==> src/rtl/assert_macros.svh <==
// ---------------------------------------------------------------------------
// Assertion macros shared by the RTL files of the MIDI packetizer.
// ---------------------------------------------------------------------------
`ifndef ASSERT_MACROS_SVH
`define ASSERT_MACROS_SVH

// Check a condition at every clock edge outside reset.
`define ASSERT_ALWAYS(label, clk_s, rst_s, cond, msg) \
  label: assert property (@(posedge clk_s) disable iff (rst_s) (cond)) else $error(msg);

// Check that an antecedent implies a consequent in the same cycle.
`define ASSERT_IMPLIES(label, clk_s, rst_s, ante, cons, msg) \
  label: assert property (@(posedge clk_s) disable iff (rst_s) (ante) |-> (cons)) else $error(msg);

`endif

==> src/rtl/midipkt_pkg.sv <==
// ---------------------------------------------------------------------------
// midipkt_pkg
// Types and constants of the MIDI byte to USB-MIDI packet converter.
// ---------------------------------------------------------------------------
`default_nettype none

package midipkt_pkg;

  // MIDI status bytes and masks
  localparam logic [7:0] RT_MIN      = 8'hF8;
  localparam logic [7:0] SYSEX_START = 8'hF0;
  localparam logic [7:0] SYSEX_END   = 8'hF7;
  localparam logic [7:0] TUNE_REQ    = 8'hF6;
  localparam logic [7:0] SONG_SEL_QF = 8'hF1;
  localparam logic [7:0] SONG_SEL    = 8'hF3;
  localparam logic [7:0] TWO_BYTE_MASK = 8'hE0;
  localparam logic [7:0] TWO_BYTE_CHAN = 8'hC0;
  localparam logic [7:0] NO_STATUS   = 8'h00;

  // Code index numbers
  localparam logic [3:0] CIN_SYS2       = 4'h2;
  localparam logic [3:0] CIN_SYS3       = 4'h3;
  localparam logic [3:0] CIN_SYSEX      = 4'h4;
  localparam logic [3:0] CIN_SYS1       = 4'h5;
  localparam logic [3:0] CIN_SYSEX_END1 = 4'h5;
  localparam logic [3:0] CIN_SINGLE     = 4'hF;

  localparam int unsigned MSG_DEPTH = 3;

  // One USB-MIDI event packet, cable zero
  typedef struct packed {
    logic [7:0] third_byte;
    logic [7:0] second_byte;
    logic [7:0] first_byte;
    logic [3:0] code_index;
  } packet_t;

  // Byte held by the input register
  typedef struct packed {
    logic       valid;
    logic [7:0] midi_byte;
  } in_item_t;

endpackage

`default_nettype wire

==> src/rtl/midi_bytes_to_usb_midi_packets.sv <==
// ---------------------------------------------------------------------------
// midi_bytes_to_usb_midi_packets
// Serial MIDI byte stream to USB-MIDI event packets on cable zero.
// ---------------------------------------------------------------------------
// Usage:
//   Slave channel: one MIDI byte per transfer on s_tdata[7:0].
//   Master channel: one USB-MIDI event packet per transfer; the code index
//   travels on m_tuser[3:0], the three packet bytes on m_tdata.
//   A byte that completes a message (or any real-time byte) gives one
//   packet; other bytes give none. Unused packet bytes are zero.
// Path: the byte that completes a packet passes the input register, then
//   the output register, before m_tvalid rises.
// Throughput: one byte per cycle while the skid entry is free; the decision
//   between the input register and the output register is combinational.
// Reset: rst clears the message in assembly, the running status, the sysex
//   flag, the input, output and skid registers; nothing is pending afterwards.
// Stall: while m_tready is low the packet holds; one more packet goes to a
//   skid entry, after which s_tready drops until the receiver takes data.
// ---------------------------------------------------------------------------
`default_nettype none

module midi_bytes_to_usb_midi_packets (
  input  wire logic        clk,
  input  wire logic        rst,
  input  wire logic        s_tvalid,
  output logic             s_tready,
  input  wire logic [7:0]  s_tdata,   // [7:0] midi_byte
  output logic             m_tvalid,
  input  wire logic        m_tready,
  output logic [23:0]      m_tdata,   // [7:0] first_byte, [15:8] second_byte, [23:16] third_byte
  output logic [3:0]       m_tuser    // [3:0] code_index
);

  midipkt_pkg::in_item_t item;
  midipkt_pkg::packet_t  pkt;
  midipkt_pkg::packet_t  out_pkt;
  logic                  consume;
  logic                  push;
  logic                  up_ready;

  // Input register
  midipkt_in_stage u_in_stage (
    .clk      (clk),
    .rst      (rst),
    .s_tvalid (s_tvalid),
    .s_tready (s_tready),
    .s_tdata  (s_tdata),
    .consume  (consume),
    .item     (item)
  );

  // Message assembly and packet decision
  midipkt_assembler u_assembler (
    .clk       (clk),
    .rst       (rst),
    .item      (item),
    .out_ready (up_ready),
    .consume   (consume),
    .push      (push),
    .pkt       (pkt)
  );

  // Output register with skid entry
  midipkt_out_skid u_out_skid (
    .clk      (clk),
    .rst      (rst),
    .push     (push),
    .push_pkt (pkt),
    .up_ready (up_ready),
    .m_tvalid (m_tvalid),
    .m_tready (m_tready),
    .m_pkt    (out_pkt)
  );

  assign m_tdata = {out_pkt.third_byte, out_pkt.second_byte, out_pkt.first_byte};
  assign m_tuser = out_pkt.code_index;

endmodule

`default_nettype wire

==> src/rtl/midipkt_in_stage.sv <==
// ---------------------------------------------------------------------------
// midipkt_in_stage
// Input register: captures one MIDI byte per transfer and holds it until
// the assembler consumes it.
// ---------------------------------------------------------------------------
`default_nettype none

module midipkt_in_stage (
  input  wire logic                  clk,
  input  wire logic                  rst,
  input  wire logic                  s_tvalid,
  output logic                       s_tready,
  input  wire logic [7:0]            s_tdata,
  input  wire logic                  consume,
  output midipkt_pkg::in_item_t      item
);

  logic       valid;
  logic [7:0] midi_byte;

  // Accept while empty or while the held byte leaves this cycle
  assign s_tready = !valid || consume;

  always_ff @(posedge clk) begin
    if (rst) begin
      valid <= 1'b0;
    end else if (s_tready) begin
      valid <= s_tvalid;
    end
  end

  // Capture the byte on a transfer
  always_ff @(posedge clk) begin
    if (s_tvalid && s_tready) begin
      midi_byte <= s_tdata;
    end
  end

  assign item.valid     = valid;
  assign item.midi_byte = midi_byte;

endmodule

`default_nettype wire

==> src/rtl/midipkt_assembler.sv <==
// ---------------------------------------------------------------------------
// midipkt_assembler
// Message assembly: running status, sysex chunking and packet decision for
// one MIDI byte per cycle while the output side has room.
// ---------------------------------------------------------------------------
`default_nettype none
`include "assert_macros.svh"

module midipkt_assembler (
  input  wire logic                  clk,
  input  wire logic                  rst,
  input  wire midipkt_pkg::in_item_t item,
  input  wire logic                  out_ready,
  output logic                       consume,
  output logic                       push,
  output midipkt_pkg::packet_t       pkt
);

  logic [7:0] msg_bytes [midipkt_pkg::MSG_DEPTH];
  logic [1:0] byte_count;
  logic [7:0] running_status;
  logic       in_sysex;

  logic [7:0] msg_bytes_next [midipkt_pkg::MSG_DEPTH];
  logic [1:0] byte_count_next;
  logic [7:0] running_status_next;
  logic       in_sysex_next;
  logic       emit;

  logic [7:0] b;

  assign b       = item.midi_byte;
  assign consume = item.valid && out_ready;
  assign push    = consume && emit;

  // Decide the next state and the packet for the held byte
  always_comb begin
    logic [7:0] work [midipkt_pkg::MSG_DEPTH];
    logic [1:0] wcnt;
    logic [7:0] status;
    logic       len_two;

    msg_bytes_next      = msg_bytes;
    byte_count_next     = byte_count;
    running_status_next = running_status;
    in_sysex_next       = in_sysex;
    emit                = 1'b0;
    pkt                 = '0;
    work                = msg_bytes;
    wcnt                = byte_count;
    status              = msg_bytes[0];
    len_two             = 1'b0;

    if (b >= midipkt_pkg::RT_MIN) begin
      // Real-time byte: pass through, leave assembly alone
      emit            = 1'b1;
      pkt.code_index  = midipkt_pkg::CIN_SINGLE;
      pkt.first_byte  = b;
    end else if (b == midipkt_pkg::SYSEX_END && in_sysex) begin
      // Close the sysex with the remaining bytes
      work[byte_count] = b;
      emit             = 1'b1;
      pkt.code_index   = midipkt_pkg::CIN_SYSEX_END1 + {2'b00, byte_count};
      pkt.first_byte   = work[0];
      pkt.second_byte  = work[1];
      pkt.third_byte   = work[2];
      msg_bytes_next   = '{default: '0};
      byte_count_next  = '0;
      in_sysex_next    = 1'b0;
    end else if (b[7]) begin
      // Status byte: start a new message
      msg_bytes_next      = '{default: '0};
      msg_bytes_next[0]   = b;
      byte_count_next     = 2'd1;
      in_sysex_next       = (b == midipkt_pkg::SYSEX_START);
      running_status_next = (b < midipkt_pkg::SYSEX_START) ? b : midipkt_pkg::NO_STATUS;
      if (b == midipkt_pkg::TUNE_REQ) begin
        emit            = 1'b1;
        pkt.code_index  = midipkt_pkg::CIN_SYS1;
        pkt.first_byte  = b;
        msg_bytes_next  = '{default: '0};
        byte_count_next = '0;
      end
    end else if (in_sysex) begin
      // Sysex data: send every full chunk of three
      work[byte_count] = b;
      if (byte_count == 2'd2) begin
        emit            = 1'b1;
        pkt.code_index  = midipkt_pkg::CIN_SYSEX;
        pkt.first_byte  = work[0];
        pkt.second_byte = work[1];
        pkt.third_byte  = work[2];
        msg_bytes_next  = '{default: '0};
        byte_count_next = '0;
      end else begin
        msg_bytes_next  = work;
        byte_count_next = byte_count + 2'd1;
      end
    end else if (byte_count != 2'd0 || running_status != midipkt_pkg::NO_STATUS) begin
      // Channel or system common data, with running status when no message is open
      if (byte_count == 2'd0) begin
        work[0] = running_status;
        wcnt    = 2'd1;
      end
      work[wcnt] = b;
      status     = work[0];
      len_two    = ((status & midipkt_pkg::TWO_BYTE_MASK) == midipkt_pkg::TWO_BYTE_CHAN) ||
                   (status == midipkt_pkg::SONG_SEL_QF) || (status == midipkt_pkg::SONG_SEL);
      if (len_two || wcnt == 2'd2) begin
        emit            = 1'b1;
        if (status < midipkt_pkg::SYSEX_START) begin
          pkt.code_index = status[7:4];
        end else begin
          pkt.code_index = len_two ? midipkt_pkg::CIN_SYS2 : midipkt_pkg::CIN_SYS3;
        end
        pkt.first_byte  = work[0];
        pkt.second_byte = work[1];
        pkt.third_byte  = work[2];
        msg_bytes_next  = '{default: '0};
        byte_count_next = '0;
      end else begin
        msg_bytes_next  = work;
        byte_count_next = wcnt + 2'd1;
      end
    end
    // Otherwise drop a data byte that has no status
  end

  // Advance the assembly state when the byte is consumed
  always_ff @(posedge clk) begin
    if (rst) begin
      msg_bytes      <= '{default: '0};
      byte_count     <= '0;
      running_status <= midipkt_pkg::NO_STATUS;
      in_sysex       <= 1'b0;
    end else if (consume) begin
      msg_bytes      <= msg_bytes_next;
      byte_count     <= byte_count_next;
      running_status <= running_status_next;
      in_sysex       <= in_sysex_next;
    end
  end

  `ASSERT_ALWAYS(a_count_below_three, clk, rst, byte_count != 2'd3, "byte count reached three")
  `ASSERT_IMPLIES(a_sysex_no_running, clk, rst, in_sysex, running_status == midipkt_pkg::NO_STATUS, "running status kept during sysex")
  `ASSERT_IMPLIES(a_empty_msg_zero, clk, rst, byte_count == 2'd0, msg_bytes[0] == 8'h00 && msg_bytes[1] == 8'h00 && msg_bytes[2] == 8'h00, "stale bytes in empty message")

endmodule

`default_nettype wire

==> src/rtl/midipkt_out_skid.sv <==
// ---------------------------------------------------------------------------
// midipkt_out_skid
// Output register with a skid entry, so a packet can be taken in every
// cycle while the skid entry is empty, and none is lost while the receiver stalls.
// ---------------------------------------------------------------------------
`default_nettype none
`include "assert_macros.svh"

module midipkt_out_skid (
  input  wire logic                  clk,
  input  wire logic                  rst,
  input  wire logic                  push,
  input  wire midipkt_pkg::packet_t  push_pkt,
  output logic                       up_ready,
  output logic                       m_tvalid,
  input  wire logic                  m_tready,
  output midipkt_pkg::packet_t       m_pkt
);

  logic                 main_valid;
  midipkt_pkg::packet_t main_pkt;
  logic                 skid_valid;
  midipkt_pkg::packet_t skid_pkt;
  logic                 main_free;

  assign up_ready  = !skid_valid;
  assign main_free = !main_valid || m_tready;

  // Control: refill main from skid first, else from upstream
  always_ff @(posedge clk) begin
    if (rst) begin
      main_valid <= 1'b0;
      skid_valid <= 1'b0;
    end else if (main_free) begin
      if (skid_valid) begin
        main_valid <= 1'b1;
        skid_valid <= 1'b0;
      end else begin
        main_valid <= push;
      end
    end else if (push && up_ready) begin
      skid_valid <= 1'b1;
    end
  end

  // Payload: move data alongside the control
  always_ff @(posedge clk) begin
    if (main_free) begin
      main_pkt <= skid_valid ? skid_pkt : push_pkt;
    end else if (push && up_ready) begin
      skid_pkt <= push_pkt;
    end
  end

  assign m_tvalid = main_valid;
  assign m_pkt    = main_pkt;

  `ASSERT_IMPLIES(a_skid_behind_main, clk, rst, skid_valid, main_valid, "skid entry held with empty output")

endmodule

`default_nettype wire

==> config.mk <==
export PLATFORM = sky130hd
export DESIGN_NAME = midi_bytes_to_usb_midi_packets
export DESIGN_NICKNAME = d
export VERILOG_FILES = /design/src/rtl/midipkt_pkg.sv /design/src/rtl/midi_bytes_to_usb_midi_packets.sv /design/src/rtl/midipkt_in_stage.sv /design/src/rtl/midipkt_assembler.sv /design/src/rtl/midipkt_out_skid.sv
export VERILOG_INCLUDE_DIRS = /design/src /design/src/rtl
export SDC_FILE = /design/constraint.sdc
export NUM_CORES = 1
export LEC_CHECK = 0
export BUFFER_PORTS_ARGS = -buffer_cell sky130_fd_sc_hd__buf_2
export CAP_MARGIN = 20
export CORE_UTILIZATION = 50
export CTS_CLUSTER_SIZE = 10
export DETAILED_ROUTE_END_ITERATION = 6
export PLACE_DENSITY_LB_ADDON = 0.1
export RECOVER_POWER = 100
export SETUP_SLACK_MARGIN = 0.4
export SLEW_MARGIN = 10
export SYNTH_ARGS = -nofsm -noshare
export SYNTH_HDL_FRONTEND = slang
export SYNTH_SLANG_ARGS = --single-unit
==> constraint.sdc <==
create_clock -name clk -period 15.2 [get_ports clk]
set_clock_uncertainty 0.15 [all_clocks]
set_input_delay 1.52 -clock clk [delete_from_list [all_inputs] [get_ports clk]]
set_output_delay 1.52 -clock clk [all_outputs]
set_load 0.1 [all_outputs]
# == After elaboration in Yosys (flattened, before gate mapping) ==
# Cells that the tools add are included.
# totals
regBits,102
latchBits,0
mem_bits_rw,0
romBits,0
in_bits,12
out_inout_bits,30
elab_cells,124
n_memories,0
# classes
n_addsub,3
multipliers,0
div,0
magnitude_cmp,7
n_eq_ne,8
shift,0
n_mux,57
n_bitwise,5
n_reduce_logical,26
# op_table
op,count
2-to-1 mux 24 bit,7
2-to-1 mux 28 bit,6
2-to-1 mux 8 bit,9
bitwise mux 24 bit,2
equality test 8 bit (second input constant),5
2-to-1 mux 12 bit,3
demux 8 bit (select 2 bit),2
2-to-1 mux 16 bit,2
2-to-1 mux 2 bit,12
less-than comparator 8 bit (second input constant),2
2-to-1 mux 1 bit,13
>= comparator 8 bit (second input constant),1
nonzero test 8 bit,1
logical AND 1 bit,7
>= comparator 3 bit (second input constant),2
logical OR 1 bit,6
less-than comparator 3 x 1 -> 1 bit (second input constant),2
inverter 2 -> 3 bit,2
AND reduction 3 bit,2
adder 2 x 1 -> 2 bit (second input constant),2
adder 3 x 2 -> 4 bit (first input constant),1
equality test 2 bit (second input constant),2
2-to-1 mux 4 bit,1
AND reduction 4 bit,1
8 further kinds,13

# == Longest topological paths before layout ==
# logic_depth
depth_word,26
depth_mapped,14

# == Hierarchy ==
# A second synthesis with hierarchy kept.
# unflattened
cells_unflattened,483
hier_area_um2,5220.0
# by_module_without_submodules
mod,n_inst,cells_per_inst,area_per_inst_um2,seq_area_each_um2
midipkt_assembler,1,374,2815.2,700.7
midipkt_out_skid,1,95,2102.0,1721.7
midipkt_in_stage,1,14,302.8,260.2

# == Worst setup path after synthesis ==
# No wires, ideal clock.
# synth_path
kind,input to register
start,input port m_tready
end,register u_out_skid.skid_pkt[0] (netlist bit) (enable)
setup_ns,0.448
arrival_ns,4.361
t_required_ns,14.602
slack_ns,10.241
cell_stages,2
n_path_buf,0
path_cell_list,nand2b_1 -> nor3_1
# synth_between
elab_chain_len,3
# synth_lines
item,line_no,source
"start, declared",midi_bytes_to_usb_midi_packets.sv:29,"input wire logic m_tready,"
logical OR 1 bit,midipkt_out_skid.sv:27,assign main_free = !main_valid || m_tready;
inverter 1 bit (no source line),--,
AND reduction 2 bit (no source line),--,
"end signal, assigned",midipkt_out_skid.sv:51,skid_pkt <= push_pkt;
"end, declared",midipkt_out_skid.sv:23,midipkt_pkg::packet_t skid_pkt;
# Every way passes these cells.
# A chain may end at the register's enable or synchronous reset.

# == Worst setup path in the final report ==
# layout_path
start,register u_assembler.byte_count[1]
end,register u_out_skid.skid_pkt[11] (netlist bit) (enable)
# layout_between
elab_chain_len,26
word_cells_on_any_way,40
classes_between,2 x order compare; 5 x eq/ne; 22 x mux; 1 x bitwise; 10 x reduce/logical
# layout_lines
item,line_no,source
"start, declared",midipkt_assembler.sv:20,logic [1:0] byte_count;
"start signal, assigned",midipkt_assembler.sv:138,byte_count <= byte_count_next;
zero test 2 bit,midipkt_assembler.sv:101,if (byte_count == 2'd0) begin
2-to-1 mux 2 bit,midipkt_assembler.sv:101,
2-to-1 mux 2 bit,midipkt_assembler.sv:99,end else if (byte_count != 2'd0 || running_status != midipkt_pkg::NO_STATUS) begin
2-to-1 mux 2 bit,midipkt_assembler.sv:84,end else if (in_sysex) begin
2-to-1 mux 2 bit,midipkt_assembler.sv:70,end else if (b[7]) begin
2-to-1 mux 2 bit,midipkt_assembler.sv:59,end else if (b == midipkt_pkg::SYSEX_END && in_sysex) begin
2-to-1 mux 2 bit,midipkt_assembler.sv:54,if (b >= midipkt_pkg::RT_MIN) begin
inverter 2 -> 3 bit (implied by the code),midipkt_assembler.sv:105,work[wcnt] = b;
[10 not listed],--,
2-to-1 mux 1 bit,midipkt_assembler.sv:99,
2-to-1 mux 1 bit *,midipkt_assembler.sv:84,
2-to-1 mux 1 bit *,midipkt_assembler.sv:70,
2-to-1 mux 1 bit *,midipkt_assembler.sv:59,
2-to-1 mux 1 bit *,midipkt_assembler.sv:54,
logical AND 1 bit *,midipkt_assembler.sv:34,assign push = consume && emit;
logical AND 1 bit *,midipkt_out_skid.sv:50,end else if (push && up_ready) begin
AND reduction 2 bit (no source line) *,--,
# Mark *: on every way between the ends. The rest lies on a longest branch, timed or not. The select of a mux whose other input is x is not followed.

==> impl_table.tex <==
\begin{tabular}{lr}
\hline
Metric & Value \\
\hline
\multicolumn{2}{l}{\textbf{GRT}} \\
\quad Largest net degree at the start of global routing & 43 \\
\quad Total overflow reported by the global router & 0 \\
\quad Vias in the first global route & 3351 \\
\quad Number of antenna violations at the first check in global routing & 0 \\
\quad Wire length of the first global-routing pass & approximately 19000 um \\
\quad All-layer global routing usage & 0.239 \\
\multicolumn{2}{l}{\textbf{Job}} \\
\quad Max-capacitance violation count & 2 \\
\multicolumn{2}{l}{\textbf{STA}} \\
\quad Max-Slew Margin vs Limit & -0.119 \\
\quad Measured slew at the worst slew-check pin & roughly 1.7 ns \\
\quad Final setup violation count & 0 \\
\quad Highest Clock Rate & about 0.18 GHz \\
\quad Hold Violations, Final & 0 \\
\quad Number of pins exceeding their max-slew limit in the final report & $\sim$60 \\
\quad Setup repair after global routing missed its margin & false \\
\quad Final Critical Period & 5.60 ns \\
\quad Final clock period utilization by the worst path & 0.369 \\
\quad Setup TNS & 0 ns \\
\multicolumn{2}{l}{\textbf{Worst setup path}} \\
\quad Critical path startpoint & u\_assembler.byte\_count[1] \\
\quad Worst R2R Start & u\_assembler.byte\_count[1] \\
\quad Cell family contributing the most delay on the critical path & simple AND/OR/NAND/NOR gates \\
\quad CP Cell Sequence & inv\_1 > ha\_1 > nand2b\_1 > o221ai\_1 > nor4\_1 > a211oi\_1 > o31ai\_1 > nand2\_1 > nor3\_1 > clkbuf\_1 \\
\quad Data arrival time at the worst-slack endpoint & roughly 5.4 ns \\
\quad Required arrival time at the worst endpoint & $\sim$15 ns \\
\quad Critical Path Sink Type & flop \\
\quad Worst path buffer plus inverter count & 2 \\
\quad Maximum net fanout on the critical path & 28 \\
\quad Slowest stage delay, CP & 1.19 ns \\
\quad Nature of the critical path startpoint & flop \\
\quad Cell with the largest stage delay on the worst path & clkbuf\_1 \\
\quad Critical Setup Path Class & flop to flop \\
\multicolumn{2}{l}{\textbf{Floorplanning}} \\
\quad Die area & 10500 um\^{}2 \\
\quad Placement Rows & 36 \\
\quad Initial Utilization & 0.517 \\
\quad I/O pin cnt & 42 \\
\quad X dimension of the die & 103 um \\
\quad Core area & roughly 9800 um\^{}2 \\
\quad Die outline height & 103 um \\
\multicolumn{2}{l}{\textbf{Routing}} \\
\quad Routed length per instance & 19.1 um \\
\quad Routed wire length & 11800 um \\
\quad Via count of the routed design & 3714 \\
\quad Vias per cell & 6.01 \\
\quad Number of violations reported at the end of detailed-routing iteration 0 & between 300 and 400 \\
\quad Number of nets with antenna violations after routing & 0 \\
\quad Number of iterations in the first detailed-routing pass & 5 \\
\quad Detailed-route DRC error count & 0 \\
\multicolumn{2}{l}{\textbf{CTS}} \\
\quad Insertion delay of the later-clocked pin in the worst-skew pair & between 0.3 and 0.4 ns \\
\quad Gates resized, CTS repair & 0 \\
\quad Number of clock sinks & between 100 and 150 \\
\quad CTS Buf Count & 9 \\
\quad Clock-pin slew of the registers on the worst-case setup and hold paths & about 0.10 ns \\
\quad Clock tree from TritonCTS & done \\
\quad Quantity of hold-fixing buffers added after cts & 0 \\
\quad Cell at the root of the clock tree & clkbuf\_8 \\
\quad Deepest clock path buffer count & 2 \\
\quad Htree depth & 3 \\
\quad Post-CTS setup buffer count & 0 \\
\multicolumn{2}{l}{\textbf{Cells and area}} \\
\quad Antenna diode instance count & 0 \\
\quad Leading cell types in the layout, fill and taps excluded & edfxtp\_1, nand2\_1, dfxtp\_1 \\
\quad Area of all placed cells without fillers & 5430 um\^{}2 \\
\quad Most common library cell in the layout ignoring fill and taps & edfxtp\_1 \\
\quad Area added between synthesis and finish & 7.41\% \\
\quad Final net count & 498 \\
\quad Layout cell share with drive strength beyond 1 & 0.128 \\
\multicolumn{2}{l}{\textbf{Synth}} \\
\quad Top cells by area in the synthesized netlist & edfxtp\_1, dfxtp\_1, mux2\_2 \\
\quad Share of synthesized area occupied by flip-flops and latches & 0.531 \\
\quad Syn nets & approximately 470 \\
\quad Number of synthesized register bits & 102 \\
\quad Flip-flop cell with the highest count after synthesis & edfxtp\_1 \\
\quad Cells after Synth & 455 \\
\quad Cell Area, Synth & a little over 5000 um\^{}2 \\
\quad Share of the synthesized area in the top cell type & 0.380 \\
\quad Distinct cell type count of the synthesized netlist & 64 \\
\quad Proportion of synthesized flip-flops having asynchronous set or reset & 0 \\
\quad Largest area contributor in the synthesized netlist & edfxtp\_1 \\
\quad YS warnings & 0 \\
\quad Post-synthesis average cell area & between 10 and 15 um\^{}2 \\
\quad Number of enable flip-flop cells after synthesis & 64 \\
\multicolumn{2}{l}{\textbf{Power and ir drop}} \\
\quad Maximum ir drop on the vdd rail & 0.0000591 V \\
\quad Leak pwr & 0.00197 uW \\
\quad Total power divided by cell area & between 100 and 150 nW/um\^{}2 \\
\multicolumn{2}{l}{\textbf{Outcome}} \\
\quad Result of the run & complete, but fails checks \\
\quad Violations in the final reports & max-capacitance violations, max-slew violations \\
\multicolumn{2}{l}{\textbf{Place}} \\
\quad Area of placed instances & around 5300 um\^{}2 \\
\quad Final Wtd Congestion & roughly 0.93 \\
\quad Total half-perimeter wirelength after legalization and detailed placement & a little under 8000 um \\
\quad Number of port buffers & between 40 and 50 \\
\multicolumn{2}{l}{\textbf{Min path}} \\
\quad Origin of the worst min-delay path & u\_assembler.msg\_bytes[3] \\
\quad Worst hold path class & flop to flop \\
\hline
\end{tabular}
[sequential cells by signal (all words and copies together) (netlist names)]
name,flops
u_out_skid.m_pkt,28
u_out_skid.skid_pkt,28
u_assembler.msg_bytes,24
u_assembler.running_status,8
u_in_stage.midi_byte,8
u_assembler.byte_count,2
u_assembler.in_sysex,1
u_in_stage.valid,1
u_out_skid.m_tvalid,1
u_out_skid.skid_valid,1
[worst reg2reg max path, delay by kind of cell (launching register included)]
family / cells / cell delay (ns)
DFF: 1 / 0.37
buffers and inverters: 2 / 1.35
AOI/OAI and AO/OA: 3 / 1.11
adders and majority gates: 1 / 0.74
and+or+nand+nor: 4 / 1.48
[worst paths after layout]
check	endpoint	slack, ns	depth (start not counted)
max	u_out_skid.skid_pkt[11]	9.60	10
min	u_assembler.msg_bytes[3]	0.32	1
max reg2reg	u_out_skid.skid_pkt[11]	9.60	10
min reg2reg	u_assembler.msg_bytes[3]	0.32	1
[synth_stat cells (all sizes together), types with 2 or more instances]
master	count
buf	13
mux2i	18
mux2	20
nand2	49
nand3b	2
nor2b	4
nand4	4
o31ai	17
o41ai	3
o21ai	13
a211oi	2
nand2b	6
and3	4
a21oi	32
inv	8
o2111a	2
a31oi	5
nor2	36
o21a	3
and2	12
nor3b	2
clkbuf	20
and4	2
or2	2
nor3	10
dfxtp	38
a22o	16
edfxtp	64
o221ai	7
a221oi	3
a32o	3
nand3	15
ha	6
[layout make-up]
cell class	count	area, um^2
clock buffer	9	124
clock inverter	7	130
fill	898	4350
inverter	8	30.0
multi-input combinational	312	2090
sequential	102	2680
tap	133	166
timing repair buffer	47	204
[power by group]
group,switching [uW],internal (uW),total (uW)
Clock,101,112,213
Sequential,8.58,299,307
Combinational,50.0,20.1,70.1
Total,160,431,591
[per-stage QoR]
stage / setup slack [ns] / utilization / hold WS [ns] / instances / total power (uW)
2_1_floorplan: 10.24 / - / 0.279 / 455 / 371
3_3_place_gp: 11.46 / 0.542 / 0.292 / 602 / 387
3_5_place_dp: 11.33 / 0.542 / 0.295 / 602 / 387
4_1_cts: 11.30 / 0.568 / 0.321 / 618 / 598
5_1_grt: 9.12 / 0.555 / 0.335 / 618 / 612
6_report: 9.60 / 0.555 / 0.322 / 618 / 591
[layer usage]
| metal | up-vias | track usage | wire length [um] |
|---|---|---|---|
| li1 | 1769 | - | - |
| met1 | 1780 | 0.351 | 5620 |
| met2 | 148 | 0.350 | 5230 |
| met3 | 17 | 0.0407 | 764 |
| met4 | 0 | 0.0945 | 211 |
| met5 | - | 0 | 0 |
[cell families (layout without fill, tap and decap cells)]
logic type | Yosys count | after routing | synth area share
adders and majority gates | 6 | 6 | 0.0149
DFF | 102 | 102 | 0.531
buffers and inverters | 41 | 71 | 0.0406
and+or+nand+nor | 151 | 151 | 0.154
muxes | 38 | 38 | 0.0803
AOI/OAI and AO/OA | 117 | 117 | 0.179
Power figures use the tool's default switching activity.
